--- src/rtl/fls_pkg.sv ---
// ----------------------------------------------------------------------------
// fls_pkg
// Shared types and constants for the five-lamp chase sequencer: beat
// payloads, sequencer state, mode codes and lamp constants.
// ----------------------------------------------------------------------------
package fls_pkg;

  // mode codes
  localparam logic [3:0] MODE_OFF      = 4'd0;
  localparam logic [3:0] MODE_ON       = 4'd1;
  localparam logic [3:0] MODE_FLASH    = 4'd2;
  localparam logic [3:0] MODE_HS_RUN   = 4'd3;
  localparam logic [3:0] MODE_HS_FILL  = 4'd4;
  localparam logic [3:0] MODE_HS_CLOSE = 4'd5;
  localparam logic [3:0] MODE_SH_RUN   = 4'd6;
  localparam logic [3:0] MODE_SH_FILL  = 4'd7;
  localparam logic [3:0] MODE_SH_CLOSE = 4'd8;
  localparam logic [3:0] MODE_SWOFF    = 4'd9;

  // command codes
  localparam logic CMD_TICK    = 1'b0;
  localparam logic CMD_REQUEST = 1'b1;

  // lamp constants
  localparam logic [4:0] ALL_LAMPS   = 5'h1F;
  localparam logic [2:0] LAST_LAMP   = 3'd4;
  localparam logic [4:0] OUTER_LAMPS = 5'b10001;
  localparam logic [4:0] INNER_LAMPS = 5'b01010;
  localparam logic [4:0] MID_LAMP    = 5'b00100;

  // switch-off hold
  localparam logic [7:0] HOLD_RESET = 8'd101;
  localparam logic [7:0] HOLD_MAX   = 8'd253;

  // input beat
  typedef struct packed {
    logic       cmd;
    logic [3:0] new_mode;
    logic       is_day;
  } item_t;

  // result beat
  typedef struct packed {
    logic [4:0] lamps;
    logic [3:0] mode;
  } result_t;

  // sequencer state
  typedef struct packed {
    logic [3:0] mode;
    logic [7:0] step_index;
    logic       fill_done;
    logic [4:0] lamps;
  } seq_state_t;

endpackage

--- src/rtl/fls_step.sv ---
// ----------------------------------------------------------------------------
// fls_step
// Next-state logic of the sequencer: applies one tick or one mode request
// to the current state.
// ----------------------------------------------------------------------------
module fls_step import fls_pkg::*; (
  input  item_t      item,
  input  logic [7:0] hold_ticks,
  input  seq_state_t cur,
  output seq_state_t nxt
);

  logic [2:0] idx;
  logic [2:0] idx_up;
  logic [2:0] idx_down;
  logic [7:0] hold;
  logic [3:0] req;
  logic [4:0] swoff_lamps;

  // clamped lamp index and its neighbors
  assign idx      = (cur.step_index > 8'(LAST_LAMP)) ? LAST_LAMP : cur.step_index[2:0];
  assign idx_up   = (idx >= LAST_LAMP) ? 3'd0 : idx + 3'd1;
  assign idx_down = (idx == 3'd0) ? LAST_LAMP : idx - 3'd1;

  // hold limited so the three off steps fit in the counter
  assign hold = (hold_ticks > HOLD_MAX) ? HOLD_MAX : hold_ticks;

  // opening requests become closing during switch-off
  always_comb begin
    req = item.new_mode;
    if (cur.mode == MODE_SWOFF) begin
      if (item.new_mode == MODE_SH_RUN) req = MODE_SH_CLOSE;
      if (item.new_mode == MODE_HS_RUN) req = MODE_HS_CLOSE;
    end
  end

  // switch-off lamp pattern, outside toward the middle
  always_comb begin
    swoff_lamps = cur.lamps;
    if (cur.step_index == 8'd0) swoff_lamps = ALL_LAMPS;
    if (cur.step_index == hold) swoff_lamps = swoff_lamps & ~OUTER_LAMPS;
    if (cur.step_index == hold + 8'd1) swoff_lamps = swoff_lamps & ~INNER_LAMPS;
    if (cur.step_index == hold + 8'd2) swoff_lamps = swoff_lamps & ~MID_LAMP;
  end

  // state update
  always_comb begin
    nxt = cur;
    if (item.cmd == CMD_REQUEST) begin
      if (item.is_day) begin
        nxt.mode = MODE_OFF;
      end else if (item.new_mode <= MODE_SWOFF) begin
        if (req != MODE_SH_FILL) nxt.step_index = 8'd0;
        nxt.mode      = req;
        nxt.fill_done = 1'b0;
      end
    end else begin
      case (cur.mode)
        MODE_OFF: begin
          nxt.lamps = 5'd0;
        end
        MODE_ON: begin
          nxt.lamps = ALL_LAMPS;
        end
        MODE_FLASH: begin
          if (cur.step_index != 8'd0) begin
            nxt.step_index = 8'd0;
            nxt.lamps      = ALL_LAMPS;
          end else begin
            nxt.step_index = 8'd1;
            nxt.lamps      = 5'd0;
          end
        end
        MODE_HS_RUN: begin
          nxt.lamps      = (cur.lamps & ~(5'd1 << idx)) | (5'd1 << idx_up);
          nxt.step_index = 8'(idx_up);
        end
        MODE_HS_FILL: begin
          nxt.lamps = cur.lamps | (5'd1 << idx);
          if (idx >= LAST_LAMP) begin
            nxt.step_index = 8'd0;
            if (cur.fill_done) nxt.mode = MODE_ON;
            nxt.fill_done = 1'b1;
          end else begin
            nxt.step_index = 8'(idx_up);
          end
        end
        MODE_HS_CLOSE: begin
          nxt.lamps      = (cur.lamps | (5'd1 << idx)) & ~(5'd1 << idx_up);
          nxt.step_index = 8'(idx_up);
        end
        MODE_SH_RUN: begin
          nxt.lamps      = (cur.lamps & ~(5'd1 << idx)) | (5'd1 << idx_down);
          nxt.step_index = 8'(idx_down);
        end
        MODE_SH_FILL: begin
          nxt.lamps = cur.lamps | (5'd1 << idx);
          if (idx == 3'd0) begin
            nxt.step_index = 8'(LAST_LAMP);
            if (cur.fill_done) nxt.mode = MODE_ON;
            nxt.fill_done = 1'b1;
          end else begin
            nxt.step_index = 8'(idx_down);
          end
        end
        MODE_SH_CLOSE: begin
          nxt.lamps      = (cur.lamps | (5'd1 << idx)) & ~(5'd1 << idx_down);
          nxt.step_index = 8'(idx_down);
        end
        MODE_SWOFF: begin
          nxt.lamps      = swoff_lamps;
          nxt.step_index = cur.step_index + 8'd1;
          if (cur.step_index == hold + 8'd2) nxt.mode = MODE_OFF;
        end
        default: begin
          nxt = cur;
        end
      endcase
    end
  end

endmodule

--- src/rtl/five_lamp_chase_sequencer.sv ---
// ----------------------------------------------------------------------------
// five_lamp_chase_sequencer
// Five-lamp pattern sequencer with ten modes, driven by tick and mode
// request beats, one result beat per input beat.
// ----------------------------------------------------------------------------
// Takes one input beat per clock while item_stall is low and returns one result
// beat per input beat with the lamp pattern and mode after that beat. Each beat
// passes an input register and then the result register, with the state
// update between them. While result_stall is held the result register
// keeps its beat, the input register still fills, and only then does
// item_stall rise. hold_ticks is written through the cfg port (always ready)
// and should only be changed while no beat is in flight.
module five_lamp_chase_sequencer import fls_pkg::*; (
  input  logic       clk,
  input  logic       rst,
  input  logic       item_valid,
  output logic       item_stall,
  input  item_t      item,
  output logic       result_valid,
  input  logic       result_stall,
  output result_t    result,
  input  logic       cfg_valid,
  output logic       cfg_ready,
  input  logic [7:0] cfg_data
);

  logic       s1_valid;
  item_t      s1_item;
  logic       s1_adv;
  logic       item_fire;
  logic [7:0] hold_ticks;
  seq_state_t state;
  seq_state_t state_next;

  // flow control
  assign s1_adv     = s1_valid && (!result_valid || !result_stall);
  assign item_stall = s1_valid && !s1_adv;
  assign item_fire  = item_valid && !item_stall;
  assign cfg_ready  = 1'b1;

  // configuration register
  always_ff @(posedge clk) begin
    if (rst) begin
      hold_ticks <= HOLD_RESET;
    end else if (cfg_valid && cfg_ready) begin
      hold_ticks <= cfg_data;
    end
  end

  // input register
  always_ff @(posedge clk) begin
    if (rst) begin
      s1_valid <= 1'b0;
    end else if (item_fire) begin
      s1_valid <= 1'b1;
    end else if (s1_adv) begin
      s1_valid <= 1'b0;
    end
  end

  always_ff @(posedge clk) begin
    if (item_fire) begin
      s1_item <= item;
    end
  end

  // next-state logic
  fls_step u_step (
    .item       (s1_item),
    .hold_ticks (hold_ticks),
    .cur        (state),
    .nxt        (state_next)
  );

  // sequencer state
  always_ff @(posedge clk) begin
    if (rst) begin
      state <= '0;
    end else if (s1_adv) begin
      state <= state_next;
    end
  end

  // result register
  always_ff @(posedge clk) begin
    if (rst) begin
      result_valid <= 1'b0;
    end else if (s1_adv) begin
      result_valid <= 1'b1;
    end else if (!result_stall) begin
      result_valid <= 1'b0;
    end
  end

  always_ff @(posedge clk) begin
    if (s1_adv) begin
      result.lamps <= state_next.lamps;
      result.mode  <= state_next.mode;
    end
  end

  // mode stays a legal code
  assert property (@(posedge clk) disable iff (rst)
    result_valid |-> (result.mode <= MODE_SWOFF))
    else $error("result mode out of range");

  // a daylight request forces off
  assert property (@(posedge clk) disable iff (rst)
    (s1_adv && s1_item.cmd == CMD_REQUEST && s1_item.is_day) |=> (state.mode == MODE_OFF))
    else $error("day request did not force off");

  // a mode request leaves the lamps alone
  assert property (@(posedge clk) disable iff (rst)
    (s1_adv && s1_item.cmd == CMD_REQUEST) |=> (state.lamps == $past(state.lamps)))
    else $error("mode request changed lamps");

  // an advancing beat always lands in the result register
  assert property (@(posedge clk) disable iff (rst)
    s1_adv |=> result_valid)
    else $error("beat lost between input and result register");

endmodule

--- config.mk ---
export PLATFORM = sky130hd
export DESIGN_NAME = five_lamp_chase_sequencer
export DESIGN_NICKNAME = d
export VERILOG_FILES = /design/src/rtl/fls_pkg.sv /design/src/rtl/fls_step.sv /design/src/rtl/five_lamp_chase_sequencer.sv
export SDC_FILE = /design/constraint.sdc
export NUM_CORES = 1
export LEC_CHECK = 0
export BUFFER_PORTS_ARGS = -buffer_cell sky130_fd_sc_hd__buf_2
export CAP_MARGIN = 40
export CORE_MARGIN = 2
export CORE_UTILIZATION = 50
export CTS_BUF_LIST = sky130_fd_sc_hd__clkbuf_16
export DETAILED_ROUTE_END_ITERATION = 12
export PLACE_DENSITY_LB_ADDON = 0.2
export SLEW_MARGIN = 25
export SYNTH_ARGS = -nofsm -noshare
export SYNTH_HDL_FRONTEND = slang
export SYNTH_SLANG_ARGS = --single-unit
--- constraint.sdc ---
create_clock -name clk -period 3.13 [get_ports clk]
set_input_delay 0.313 -clock clk [delete_from_list [all_inputs] [get_ports clk]]
set_output_delay 0.313 -clock clk [all_outputs]
set_load 0.01 [all_outputs]
==> results.toml <==
[status]
status = "completed"

[global_route]
grt_pass1_wl_um = 15300
antenna_found_initial = 0
globalRouteOverflowTotal = 0
first_global_vias = 3203
grt.total_usage_pct = 25.5
grt_max_degree = 21

[finish]
drive_gt1_share_pct = 23.0
nets = 495
area_growth_pct = 18.3
final_cells = 546
antennaDiodeCount = 0

[synth]
yosysTopAreaCell = "dfxtp_1"
synth_ff_type = "dfxtp_1"
synth-seq-area-share_pct = 29.5
synth_area_leaders = "dfxtp_1 (16%), edfxtp_1 (13%), a21oi_1 (5.4%)"
ys_ff_latch = 43
synth_area_sq_um = 3420
synth.yosys.warnings = 0
yosysUniqueCellTypes = 76
syn_avg_cell_area_sq_um = 8.12
synth_edf_count = 15
yosys.area.top_type_share_pct = 16.4
syn-num-nets = 452
synthCells = 422
async_reset_ff_share_pct = 0

[floorplan]
die_h_um = 86.8
rows = 30
core-area_sq_um = 6720
start_util_pct = 51.0
die_area_sq_um = 7530
io_pins = 31
die_width_um = 86.8

[setup_path]
crit_type = "reg2reg"
critical_path.cell_chain = "or4_4, nor3_4, nand2_2, buf_4, ha_2, buf_4, nor2_1, a31o_2, a211oi_2, a2111oi_2, buf_4, a31oi_1, o22a_1"
crit_top_cell = "buf_4"
arrival_ps = 3080
r2r-end = "result[4]"
cp.required_ps = 3170
r2r_start = "state[9]"
startpoint_type = "register"
reg2reg_depth = 13
cpPeakStageDelay_ps = 550
r2r_setup_slack_ps = 90
cp_slowest_cell = "or4_4"
path_max_fanout = 3
critPathCaptureType = "register"

[timing]
slew_violations = 0
hold_violations = 0
timing.final.crit_period_ps = 3040
fmax_ghz = 0.329
worstMarginPinSlew_ps = 661
finalClockSkew_ps = 4.61
setup_viol = 0
rsz0062_at_grt = "yes"
maxSlewHeadroom_pct = 55.9
finalCritPeriodShare_pct = 97.2

[placed_design]
place_inst = 535
io_buffers = 29
globalplace.congestion = 0.987
hpwl_um = 6900

[worst_hold_path]
worstHoldStart = "item[0]"
holdPathEnd = "s1_item[0]"
hold_depth = 1
hold_path.class = "in2reg"

[pwr]
p_per_area_nw_per_um2 = 339
ir_drop_uv = 337
total_power_mw = 1.37
p_leak_nw = 1.56

[drt]
firstDrtPassIters = 5
first_iter_violations = 267
wirelength_um = 9250
vias = 3336
wl_per_cell_um = 16.9
vias_per_cell = 6.11
drc = 0
ant_nets = 0

[clocking]
root_buffer = "clkbuf_16"
clkSlewWorstSetupHoldPaths_ps = 60
cts_buffer_depth = 2
insertion_delay_ps = 290
ctsHtreeMaxLevel = 2
cts_num_sinks = 43
cts_buffers = 5
hold_buffers = 0
cts_tree = "yes"

[run]
cap_viol_max_count = 0
layout make-up:
| cell class | count | area (sq um) |
|---|---|---|
| sequential | 43 | 1010 |
| inverter | 21 | 78.8 |
| fill | 636 | 2670 |
| clock inverter | 3 | 20.0 |
| tap | 80 | 100 |
| timing repair buffer | 68 | 438 |
| clock buffer | 5 | 125 |
| multi-input combinational | 326 | 2280 |
state kept, by name, indices dropped and copies added, names as in the netlist:
| register | count |
|---|---|
| state | 18 |
| hold_ticks | 8 |
| s1_valid | 1 |
| s1_item | 6 |
| result_valid | 1 |
| result | 9 |
logic make-up after synthesis:
logic type      synth area share, %
fa+ha+maj                      4.02
mux                            2.92
xor+xnor                       5.88
buf+inv                        7.42
compound gates                 27.4
simple gates                   22.8
flops                          29.5
other cells                   0.110
placed cells by master (no fill, tap or decap), types with 3 or more instances in the layout:
master and count:
ha_4 3, nand3_1 13, ha_1 6, a21oi_1 37, and2_1 3, o22ai_1 5
a211oi_1 12, o21ai_0 18, buf_4 39, a211oi_2 3, o31ai_1 4, dfxtp_1 28
mux2i_1 10, nand4_1 6, inv_1 21, or3_1 3, buf_2 29, a31oi_1 8
nor3_1 9, nor4_1 5, a311oi_1 3, xor2_1 10, nor2b_1 6, xnor2_1 13
and3_1 5, nand2_1 25, clkbuf_16 5, nand2b_1 7, nor2_1 37, o21a_1 6
edfxtp_1 15
layer usage:
layer,vias up,routed length (um),track usage [%]
met5,-,0,0
met4,0,252,9.66
met3,23,471,5.43
met2,104,4530,42.9
met1,1553,4000,31.9
li1,1656,-,-
where the power goes:
group,leakage [nW],internal (mW),total [mW],switching (mW)
logic,1.12,0.0986,0.229,0.131
registers,0.374,0.606,0.634,0.0283
clock network,0.0658,0.294,0.509,0.215
how the worst max path moves through the flow:
stage               from   endpoint  slack [ps]  cells after the start
2_1_floorplan  state[10]   state[2]         -20                     14
3_3_place_gp    state[9]  result[4]         -20                     12
3_5_place_dp    state[9]  result[4]         -30                     12
4_1_cts         state[9]  result[4]          60                     13
5_1_grt         state[9]  result[4]         -60                     13
6_report        state[9]  result[4]          90                     13
metrics by stage:
step / worst slack [ps] / area (sq um) / utilization, % / TNS [ps] / hold WS, ps
final: 88.8 / 4050 / 60.3 / 0 / 200
after global routing: -60.6 / 4050 / 60.3 / -110 / 192
after CTS: 58.8 / 3960 / 58.9 / 0 / 196
after detailed placement: -30.0 / 3790 / 56.4 / -30.0 / 487
after global placement: -23.9 / 3790 / 56.4 / -23.9 / 469
after floorplan: -16.6 / 3450 / - / -16.6 / 412
critical path: cells and delay by family (launching register included):
family | cells | cell delay, ps
compound gates | 5 | 840
fa+ha+maj | 1 | 230
buf+inv | 3 | 470
flops | 1 | 320
simple gates | 4 | 920
cells in the mapped netlist (8+ instances only):
cell and n:
nand3_1 13, nand2_1 26, dfxtp_1 28, nor3_1 11, clkbuf_1 16, a31oi_1 8, nor2_1 37, inv_1 21
edfxtp_1 15, a21oi_1 37, o21ai_0 18, mux2i_1 10, xnor2_1 13, xor2_1 10, ha_1 11, a211oi_1 15
repair_timing:
| action | CTS | global route |
|---|---|---|
| pin swaps | 1 | 3 |
| gates resized for setup | 1 | 14 |
| endpoints found under the setup margin | 1 | 10 |
| setup buffers | 1 | 2 |
(Power assumes the default switching activity.)
